### src/hw/rtl/plwm_pkg.sv
// Shared types and constants for the per-second load window monitor.
package plwm_pkg;

  localparam int SLOTS_DEF = 16;
  localparam int CHECK_SECONDS_DEF = 5;
  localparam int MATCH_NEEDED_DEF = 5;

  localparam int COUNT_W = 32;
  localparam int COST_W = 48;
  localparam int SUM_W = 52;
  localparam int HITS_W = 4;
  localparam int CFG_IDX_W = 1;

  localparam logic [3:0] WINDOW_MIN = 4'd1;
  localparam logic [3:0] WINDOW_MAX = 4'd10;
  localparam logic [COUNT_W-1:0] COUNT_MAX = '1;
  localparam logic [COST_W-1:0] COST_MAX = '1;

  // Operation codes.
  localparam logic [1:0] OP_RECORD = 2'd0;
  localparam logic [1:0] OP_QPS = 2'd1;
  localparam logic [1:0] OP_RT = 2'd2;
  localparam logic [1:0] OP_SUM = 2'd3;

  // Configuration register indexes.
  localparam logic [CFG_IDX_W-1:0] REG_QPS_LIMIT = 1'd0;
  localparam logic [CFG_IDX_W-1:0] REG_RT_LIMIT = 1'd1;

  typedef struct packed {
    logic [1:0] operation;
    logic [31:0] now_sec;
    logic [31:0] cost_in;
    logic [3:0] window;
  } in_word_t;

  typedef struct packed {
    logic reached;
    logic [SUM_W-1:0] cost_sum;
    logic status;
  } out_word_t;

  typedef struct packed {
    logic [COUNT_W-1:0] count;
    logic [COST_W-1:0] cost;
  } slot_t;

  // Commands from the controller to the datapath.
  typedef struct packed {
    logic load;
    logic clear_one;
    logic clear_all;
    logic set_second;
    logic acc_clear;
    logic rd;
    logic capture;
    logic eval;
    logic wr_record;
    logic out_load;
  } cmd_t;

  // Status from the datapath to the controller.
  typedef struct packed {
    logic adv;
    logic big;
    logic win_ok;
    logic [1:0] operation;
    logic [3:0] window;
    logic out_free;
  } sts_t;

endpackage

### src/hw/rtl/plwm_datapath.sv
// Datapath: slot memory, current second, limits, accumulators and output register.
module plwm_datapath import plwm_pkg::*; #(
  parameter int SLOTS = SLOTS_DEF,
  parameter int MATCH_NEEDED = MATCH_NEEDED_DEF,
  localparam int PW = $clog2(SLOTS)
) (
  input  logic clk,
  input  logic rst,
  input  cmd_t cmd,
  input  logic [PW-1:0] back,
  output sts_t sts,
  output logic [PW-1:0] gap,
  input  in_word_t in_word,
  output out_word_t out_word,
  output logic out_valid,
  input  logic out_stall,
  input  logic cfg_valid,
  input  logic [CFG_IDX_W-1:0] cfg_index,
  input  logic [31:0] cfg_data
);

  in_word_t item;
  logic [31:0] index_second;
  logic [PW-1:0] cur;
  logic [31:0] qps_limit;
  logic [31:0] rt_limit;
  slot_t mem [SLOTS];
  logic [SLOTS-1:0] slot_valid;
  slot_t rdata;
  logic rvalid;
  logic [64:0] prod;
  logic [HITS_W-1:0] hits;
  logic [SUM_W-1:0] sum;

  logic [31:0] gap_full;
  logic [PW-1:0] nxt;
  logic [PW:0] rd_wide;
  logic [PW-1:0] rd_addr;
  logic [COUNT_W-1:0] rcount;
  logic [COST_W-1:0] rcost;
  logic hit;
  logic [COUNT_W-1:0] count_next;
  logic [COST_W:0] cost_wide;
  logic [COST_W-1:0] cost_next;
  logic is_check;

  // Time advance decisions.
  assign gap_full = item.now_sec - index_second;
  assign gap = gap_full[PW-1:0];
  assign sts.adv = item.now_sec > index_second;
  assign sts.big = gap_full >= 32'(SLOTS);
  assign sts.win_ok = (item.window >= WINDOW_MIN) && (item.window <= WINDOW_MAX);
  assign sts.operation = item.operation;
  assign sts.window = item.window;
  assign sts.out_free = !out_valid || !out_stall;

  // Ring arithmetic around the current slot.
  assign nxt = (cur == PW'(SLOTS - 1)) ? '0 : cur + 1'b1;
  assign rd_wide = ({1'b0, cur} >= {1'b0, back}) ? {1'b0, cur} - {1'b0, back}
                                                 : {1'b0, cur} + (PW+1)'(SLOTS) - {1'b0, back};
  assign rd_addr = rd_wide[PW-1:0];

  // A slot never written since its last clear reads as zero.
  assign rcount = rvalid ? rdata.count : '0;
  assign rcost = rvalid ? rdata.cost : '0;

  // QPS check: count above the limit. RT check: mean cost above the limit is tested as cost >= (limit + 1) * count.
  always_comb begin
    if (item.operation == OP_QPS) begin
      hit = rcount > qps_limit;
    end else begin
      hit = (rcount != '0) && ({17'd0, rcost} >= prod);
    end
  end

  // Saturating update of the current slot.
  assign count_next = (rcount == COUNT_MAX) ? COUNT_MAX : rcount + 1'b1;
  assign cost_wide = {1'b0, rcost} + {17'd0, item.cost_in};
  assign cost_next = cost_wide[COST_W] ? COST_MAX : cost_wide[COST_W-1:0];

  assign is_check = (item.operation == OP_QPS) || (item.operation == OP_RT);

  // Slot memory.
  always_ff @(posedge clk) begin
    if (cmd.rd) begin
      rdata <= mem[cmd.wr_record ? cur : rd_addr];
    end
    if (cmd.wr_record) begin
      mem[cur] <= '{count: count_next, cost: cost_next};
    end
  end

  // Control state: second, pointer, valid bits, limits, output handshake.
  always_ff @(posedge clk) begin
    if (rst) begin
      index_second <= '0;
      cur <= '0;
      slot_valid <= '0;
      qps_limit <= '1;
      rt_limit <= '1;
      out_valid <= 1'b0;
      rvalid <= 1'b0;
    end else begin
      if (cfg_valid) begin
        unique case (cfg_index)
          REG_QPS_LIMIT: qps_limit <= cfg_data;
          REG_RT_LIMIT: rt_limit <= cfg_data;
          default: ;
        endcase
      end
      if (cmd.rd) begin
        rvalid <= slot_valid[cmd.wr_record ? cur : rd_addr];
      end
      if (cmd.clear_all) begin
        slot_valid <= '0;
      end else if (cmd.clear_one) begin
        slot_valid[nxt] <= 1'b0;
        cur <= nxt;
      end else if (cmd.wr_record) begin
        slot_valid[cur] <= 1'b1;
      end
      if (cmd.set_second) begin
        index_second <= item.now_sec;
      end
      if (cmd.out_load) begin
        out_valid <= 1'b1;
      end else if (!out_stall) begin
        out_valid <= 1'b0;
      end
    end
  end

  // Item, accumulators and the result word.
  always_ff @(posedge clk) begin
    if (cmd.load) begin
      item <= in_word;
    end
    if (cmd.acc_clear) begin
      hits <= '0;
      sum <= '0;
    end else if (cmd.eval) begin
      hits <= hits + HITS_W'(hit);
      sum <= sum + SUM_W'(rcost);
    end
    if (cmd.capture) begin
      prod <= ({32'd0, rt_limit} + 64'd1) * {33'd0, rcount};
    end
    if (cmd.out_load) begin
      out_word.reached <= is_check && (hits >= HITS_W'(MATCH_NEEDED));
      out_word.cost_sum <= (item.operation == OP_SUM && sts.win_ok) ? sum : '0;
      out_word.status <= (item.operation == OP_SUM) && !sts.win_ok;
    end
  end

endmodule

### src/hw/rtl/plwm_ctrl.sv
// Controller: sequences time advance, slot walks and the result hand-off.
module plwm_ctrl import plwm_pkg::*; #(
  parameter int SLOTS = SLOTS_DEF,
  parameter int CHECK_SECONDS = CHECK_SECONDS_DEF,
  localparam int PW = $clog2(SLOTS)
) (
  input  logic clk,
  input  logic rst,
  input  logic in_valid,
  output logic in_stall,
  input  sts_t sts,
  input  logic [PW-1:0] gap,
  output cmd_t cmd,
  output logic [PW-1:0] back
);

  typedef enum logic [2:0] {
    S_IDLE, S_ADV, S_CLR, S_OPS, S_RD, S_WAIT, S_EVAL, S_FIN
  } state_t;

  state_t state;
  logic [PW-1:0] cnt;
  logic [PW-1:0] lim;
  logic rec;

  assign in_stall = (state != S_IDLE);
  assign back = rec ? '0 : cnt;

  // Commands decoded from the state.
  always_comb begin
    cmd = '0;
    unique case (state)
      S_IDLE: cmd.load = in_valid;
      S_ADV: begin
        cmd.clear_all = sts.adv && sts.big;
        cmd.set_second = sts.adv && sts.big;
      end
      S_CLR: begin
        cmd.clear_one = 1'b1;
        cmd.set_second = (cnt == PW'(1));
      end
      S_OPS: cmd.acc_clear = 1'b1;
      S_RD: cmd.rd = 1'b1;
      S_WAIT: begin
        cmd.capture = 1'b1;
        cmd.rd = rec;
        cmd.wr_record = rec;
      end
      S_EVAL: cmd.eval = 1'b1;
      S_FIN: cmd.out_load = sts.out_free;
      default: ;
    endcase
  end

  // State and counters.
  always_ff @(posedge clk) begin
    if (rst) begin
      state <= S_IDLE;
      cnt <= '0;
      lim <= '0;
      rec <= 1'b0;
    end else begin
      unique case (state)
        S_IDLE: if (in_valid) state <= S_ADV;
        S_ADV: begin
          if (sts.adv && !sts.big) begin
            cnt <= gap;
            state <= S_CLR;
          end else begin
            state <= S_OPS;
          end
        end
        S_CLR: begin
          cnt <= cnt - 1'b1;
          if (cnt == PW'(1)) state <= S_OPS;
        end
        S_OPS: begin
          cnt <= PW'(1);
          lim <= (sts.operation == OP_SUM) ? PW'(sts.window) : PW'(CHECK_SECONDS);
          rec <= (sts.operation == OP_RECORD);
          if (sts.operation == OP_SUM && !sts.win_ok) begin
            state <= S_FIN;
          end else begin
            state <= S_RD;
          end
        end
        S_RD: state <= S_WAIT;
        S_WAIT: state <= rec ? S_FIN : S_EVAL;
        S_EVAL: begin
          if (cnt == lim) begin
            state <= S_FIN;
          end else begin
            cnt <= cnt + 1'b1;
            state <= S_RD;
          end
        end
        S_FIN: if (sts.out_free) state <= S_IDLE;
        default: state <= S_IDLE;
      endcase
    end
  end

`ifndef SYNTHESIS
  a_load_leaves_idle: assert property (@(posedge clk) disable iff (rst)
    cmd.load |=> state == S_ADV) else $error("accepted word did not start work");
  a_out_only_when_free: assert property (@(posedge clk) disable iff (rst)
    cmd.out_load |-> sts.out_free) else $error("result loaded over a pending word");
  a_clear_exclusive: assert property (@(posedge clk) disable iff (rst)
    !(cmd.clear_all && cmd.clear_one)) else $error("full and single clear together");
  a_walk_bounded: assert property (@(posedge clk) disable iff (rst)
    state == S_EVAL |-> cnt <= lim) else $error("slot walk overran its window");
`endif

endmodule

### src/hw/rtl/per_second_load_window_monitor.sv
// Top level of the per-second load window monitor.
//
// Input channel in_word (in_valid / in_stall): one word per request record,
// QPS check, RT check or cost sum, carrying the current second. Output
// channel out_word (out_valid / out_stall): exactly one result word per
// input word, in order. Configuration writes (cfg_valid / cfg_ready, ready
// always high) set qps_limit (index 0) and rt_limit (index 1).
// One word at a time is in work: in_stall stays high from acceptance until
// the result is loaded into the output register.
// Each word takes a time check and an operation setup, plus one clearing
// step per skipped second when time moves by less than SLOTS (a full ring
// clear needs no extra step), then a slot read and write for a record, a
// read, wait and evaluate step per slot for a check (CHECK_SECONDS slots)
// or cost sum (window slots), none for a bad window, then a result load
// and a return to idle before the next word is taken.
// The single-port slot memory and the slot walk set this sequence.
// Reset clears the limits to all ones, the second to zero and all slot
// valid bits at once, so no clearing pass is needed.
// When the receiver stalls, the result holds in the output register and the
// next word may be accepted; its result waits until the register frees.
module per_second_load_window_monitor import plwm_pkg::*; #(
  parameter int SLOTS = SLOTS_DEF,
  parameter int CHECK_SECONDS = CHECK_SECONDS_DEF,
  parameter int MATCH_NEEDED = MATCH_NEEDED_DEF
) (
  input  logic clk,
  input  logic rst,
  input  logic in_valid,
  output logic in_stall,
  input  in_word_t in_word,
  output logic out_valid,
  input  logic out_stall,
  output out_word_t out_word,
  input  logic cfg_valid,
  output logic cfg_ready,
  input  logic [CFG_IDX_W-1:0] cfg_index,
  input  logic [31:0] cfg_data
);

  localparam int PW = $clog2(SLOTS);

  cmd_t cmd;
  sts_t sts;
  logic [PW-1:0] gap;
  logic [PW-1:0] back;

  assign cfg_ready = 1'b1;

  plwm_ctrl #(.SLOTS(SLOTS), .CHECK_SECONDS(CHECK_SECONDS)) u_ctrl (
    .clk(clk), .rst(rst), .in_valid(in_valid), .in_stall(in_stall),
    .sts(sts), .gap(gap), .cmd(cmd), .back(back)
  );

  plwm_datapath #(.SLOTS(SLOTS), .MATCH_NEEDED(MATCH_NEEDED)) u_dp (
    .clk(clk), .rst(rst), .cmd(cmd), .back(back), .sts(sts), .gap(gap),
    .in_word(in_word), .out_word(out_word), .out_valid(out_valid),
    .out_stall(out_stall), .cfg_valid(cfg_valid), .cfg_index(cfg_index),
    .cfg_data(cfg_data)
  );

endmodule
### config.mk
export PLATFORM = sky130hd
export DESIGN_NAME = per_second_load_window_monitor
export DESIGN_NICKNAME = d
export VERILOG_FILES = /design/src/hw/rtl/plwm_pkg.sv /design/src/hw/rtl/plwm_datapath.sv /design/src/hw/rtl/plwm_ctrl.sv /design/src/hw/rtl/per_second_load_window_monitor.sv
export SDC_FILE = /design/constraint.sdc
export NUM_CORES = 2
export LEC_CHECK = 0
export BUFFER_PORTS_ARGS = -buffer_cell sky130_fd_sc_hd__buf_2
export CAP_MARGIN = 30
export CELL_PAD_IN_SITES_DETAIL_PLACEMENT = 0
export CELL_PAD_IN_SITES_GLOBAL_PLACEMENT = 1
export CORE_MARGIN = 2
export CORE_UTILIZATION = 30
export CTS_BUF_LIST = sky130_fd_sc_hd__clkbuf_16
export DETAILED_ROUTE_END_ITERATION = 7
export HOLD_SLACK_MARGIN = 0.02
export PLACE_DENSITY_LB_ADDON = 0.1
export SLEW_MARGIN = 10
export SYNTH_ARGS = -nofsm -noshare
export SYNTH_HDL_FRONTEND = slang
export SYNTH_HIERARCHICAL = 1
export SYNTH_SLANG_ARGS = --single-unit
### constraint.sdc
create_clock -name clk -period 10.8 [get_ports clk]
set_clock_uncertainty 0.1 [all_clocks]
set_input_delay 1.62 -clock clk [delete_from_list [all_inputs] [get_ports clk]]
set_output_delay 1.62 -clock clk [all_outputs]
set_load 0.01 [all_outputs]
==> impl_metrics.toml <==
[power_and_ir_drop]
peakVddDrop_uv = 204
p_per_area_nw_per_um2 = 169
leakage_uw = 0.0523

[cts]
clk_pin_slew_ps = 60
cts_root_buf = "clkbuf_16"
cts_buffer_depth = 4
cts_tree = "built"
ctsHoldBuffers = 0
cts-resized-gates = 0
cts_setup_buffers = 0
clock_sinks = 1735
clk-insertion-delay-late_ps = 940
h-tree-depth = 4
cts_buffers = 206

[min_path]
hold_path.class = "flip-flop to flip-flop"
min_from = "u_ctrl/lim[1]$_SDFFE_PP0P_"
holdPathStages = 2
hold_end = "u_ctrl/lim[1]$_SDFFE_PP0P_"

[synthesis]
synth_xor_area_share_pct = 1.96
synth_top_family_by_area = "adder cells"
syn_area_um2 = 110000
yosysUniqueCellTypes = 116
syn-num-nets = 11800
netlist.area_leader.share_pct = 42.3
yosysWarnings = 6
synth_edf_count = 1549
synth_simple_gate_area_share_pct = 15.4
ys_seq_area_share_pct = 45.7
ys_ff_latch = 1735
synth_largest_area_cell = "edfxtp_1"
async_flop_share_pct = 0
synth-compound-area-share_pct = 7.88
synth-adder-area-share_pct = 22.3
synth_ff_type = "edfxtp_1"
ys_top_cells_by_area = "edfxtp_1 (42%), fa_1 (17%), nand2_1 (7.0%), ha_1 (5.4%), inv_1 (3.8%)"
synth.area.mux_share_pct = 0.775
syn_inst = 10300
syn_area_per_cell_um2 = 10.7

[critical_path]
worstSetupPathType = "flip-flop to flip-flop"
worstPathArrival_ps = 10650
r2r-end = "u_dp/prod[63]$_DFFE_PP_"
crit_path_end_kind = "flip-flop"
reg2reg_depth = 31
cp.required_ps = 11330
slowest_stage = "fa_1"
cpPeakStageDelay_ps = 580
startpoint_type = "flip-flop"
crit_top_cell = "fa_1"
cp_max_fo = 17
startpoint = "u_dp/rt_limit[1]$_SDFFE_PP1P_"
rrSetupSlack_ps = 670
r2r_start = "u_dp/rt_limit[1]$_SDFFE_PP1P_"

[grt]
grt_pass1_vias = 79000
antenna_found_initial = 17
grt-ovfl-total = 0
grt_use_total_pct = 21.9
grt_pass1_wl_um = 593000
grt_max_degree = 151

[placement]
pre_cts_ws_ps = 723
portBuffers = 163
dp_cells = 15000
dp_hpwl_um = 277000
finalWeightedCongestion = 0.875

[die]
core_um2 = 365000
initial_core_util_pct = 30.1
fp.dieW_um = 609
die_h_um = 609
ios = 165
rows = 222
dieArea_um2 = 371000

[timing]
max_freq_mhz = 98.7
period_needed_ps = 10130
rsz0062_at_grt = "false"
worst_pin_slew_ps = 994
hold_viol_final = 0
setup_slack_ps = 673
drv_slew = 0
slew_headroom_pct = 33.7
setup_viol = 0
min_period_over_period_pct = 93.8
setup_tns_ps = 0

[detailed_routing]
wl_per_cell_um = 26.7
drtAntennaViolNets = 0
wl_um = 411000
routed_via_density = 5.05
drc_errors = 0
firstDrtPassIters = 5
drtIter0Drc = 5858
vias = 77700

[flow_run]
drv_cap = 0

[layout]
nets = 11900
synthToLayoutAreaGrowth_pct = 12.9
drive_gt1_share_pct = 8.41
fin_cells = 15400

[outcome]
status = "completed"
## worst max-delay path: cells and delay by family (launching register included)
family	cells	cell delay, ps
simple gates	8	1940
buf+inv	5	720
xor+xnor	2	630
compound gates	6	1330
flops	1	380
fa+ha+maj	10	4720
## cell usage in the layout, fill, tap and decap left out, types with 15 or more instances in the layout
master / Yosys / final
fa_1: 930 / 930
nand3_1: 389 / 389
clkbuf_16: 0 / 208
o211ai_1: 20 / 20
and3_1: 302 / 302
xor2_1: 92 / 85
and2_1: 53 / 51
a31oi_1: 112 / 112
a21oi_1: 317 / 316
nor4_1: 25 / 24
dfxtp_1: 186 / 184
inv_1: 1109 / 1153
o21bai_1: 30 / 30
clkinv_2: 0 / 35
buf_2: 33 / 162
ha_1: 476 / 476
edfxtp_1: 1549 / 1549
xnor2_2: 1 / 18
mux2i_1: 75 / 73
nand4_1: 74 / 74
a211oi_1: 21 / 20
o21ai_1: 21 / 20
nand2_1: 2040 / 2040
nor2_1: 831 / 812
xnor2_1: 151 / 130
or3_1: 15 / 15
a21o_1: 101 / 100
nor3_1: 42 / 41
o21a_1: 27 / 26
buf_4: 12 / 248
o22ai_1: 16 / 16
clkinv_1: 15 / 61
buf_12: 0 / 25
a211o_1: 72 / 72
nor2_4: 0 / 19
a311oi_1: 255 / 255
o21ai_0: 99 / 99
nor2b_1: 36 / 35
nand2b_1: 43 / 43
## metrics by stage
| stage | area, um2 | power, uW | utilization (%) | hold slack (ps) |
|---|---|---|---|---|
| 5_1_grt | 124000 | 22100 | 34.0 | 418 |
| 3_5_place_dp | 118000 | 14500 | 32.2 | 381 |
| 4_1_cts | 124000 | 21400 | 34.0 | 392 |
| 2_1_floorplan | 110000 | 12000 | - | 344 |
| 3_3_place_gp | 117000 | 14500 | 32.1 | 373 |
| 6_report | 124000 | 21000 | 34.0 | 386 |
## cell families (layout without fill, tap and decap cells)
group | count (synthesis) | in the layout
and+or+nand+nor | 3917 | 3917
DFF | 1735 | 1735
buffers and inverters | 1718 | 1952
adders and majority gates | 1406 | 1406
AOI/OAI and AO/OA | 1218 | 1218
xor gates and xnor gates | 245 | 245
muxes | 82 | 82
other | 1 | 12
## sequential cells by signal (all words and copies together) (netlist names)
register and cells:
u_dp/mem 1280, u_dp/rdata 80, u_dp/prod 65, u_dp/item 64
u_dp/out_word 54, u_dp/sum 52, u_dp/index_second 32, u_dp/qps_limit 32
u_dp/rt_limit 32, u_dp/slot_valid 16, u_dp/sts 6, u_ctrl/cnt 4
u_ctrl/lim 4, u_dp/cur 4, u_dp/hits 4, u_ctrl/state 3
u_ctrl/rec 1, u_dp/out_valid 1, u_dp/rvalid 1
## final cells by class
class / instances / area (um2)
inverters: 1130 / 4240
multi-input cells: 6869 / 53700
well taps: 4816 / 6030
flip-flops and latches: 1735 / 50200
clock inverters: 166 / 1190
clock buffers: 208 / 5200
diodes: 11 / 27.5
repair buffers: 448 / 3470
fillers: 36500 / 241000
## where the power goes
part	total (uW)	switching, uW	internal, uW
clock network	6720	2920	3800
logic	6500	4640	1870
registers	7800	136	7660
## cell usage after synthesis, drive strengths merged (43+ instances only)
| master | n |
|---|---|
| fa | 930 |
| nand3 | 390 |
| a211o | 73 |
| buf | 77 |
| a21o | 102 |
| nor2 | 832 |
| a21oi | 324 |
| o21ai | 125 |
| mux2i | 75 |
| ha | 476 |
| clkbuf | 511 |
| edfxtp | 1549 |
| xor2 | 93 |
| nand4 | 76 |
| nor3 | 47 |
| inv | 1115 |
| nand2b | 43 |
| a31oi | 117 |
| and2 | 57 |
| nand2 | 2042 |
| and3 | 303 |
| xnor2 | 152 |
| a311oi | 256 |
| dfxtp | 186 |
## worst max-delay path by stage
stage / endpoint
after detailed placement: u_dp/prod[63]$_DFFE_PP_
after global routing: u_dp/prod[63]$_DFFE_PP_
final: u_dp/prod[63]$_DFFE_PP_
after CTS: u_dp/prod[63]$_DFFE_PP_
after global placement: u_dp/prod[63]$_DFFE_PP_
after floorplan: u_dp/prod[64]$_DFFE_PP_
## metal layers
metal | track usage [%] | vias to the layer above | wire, um
met5 | 0 | - | 13
met3 | 2.45 | 399 | 18100
li1 | - | 35100 | -
met1 | 31.0 | 40400 | 189000
met4 | 4.83 | 2 | 9590
met2 | 35.9 | 1829 | 193000
Note: power is estimated with default switching activity, not from simulation.
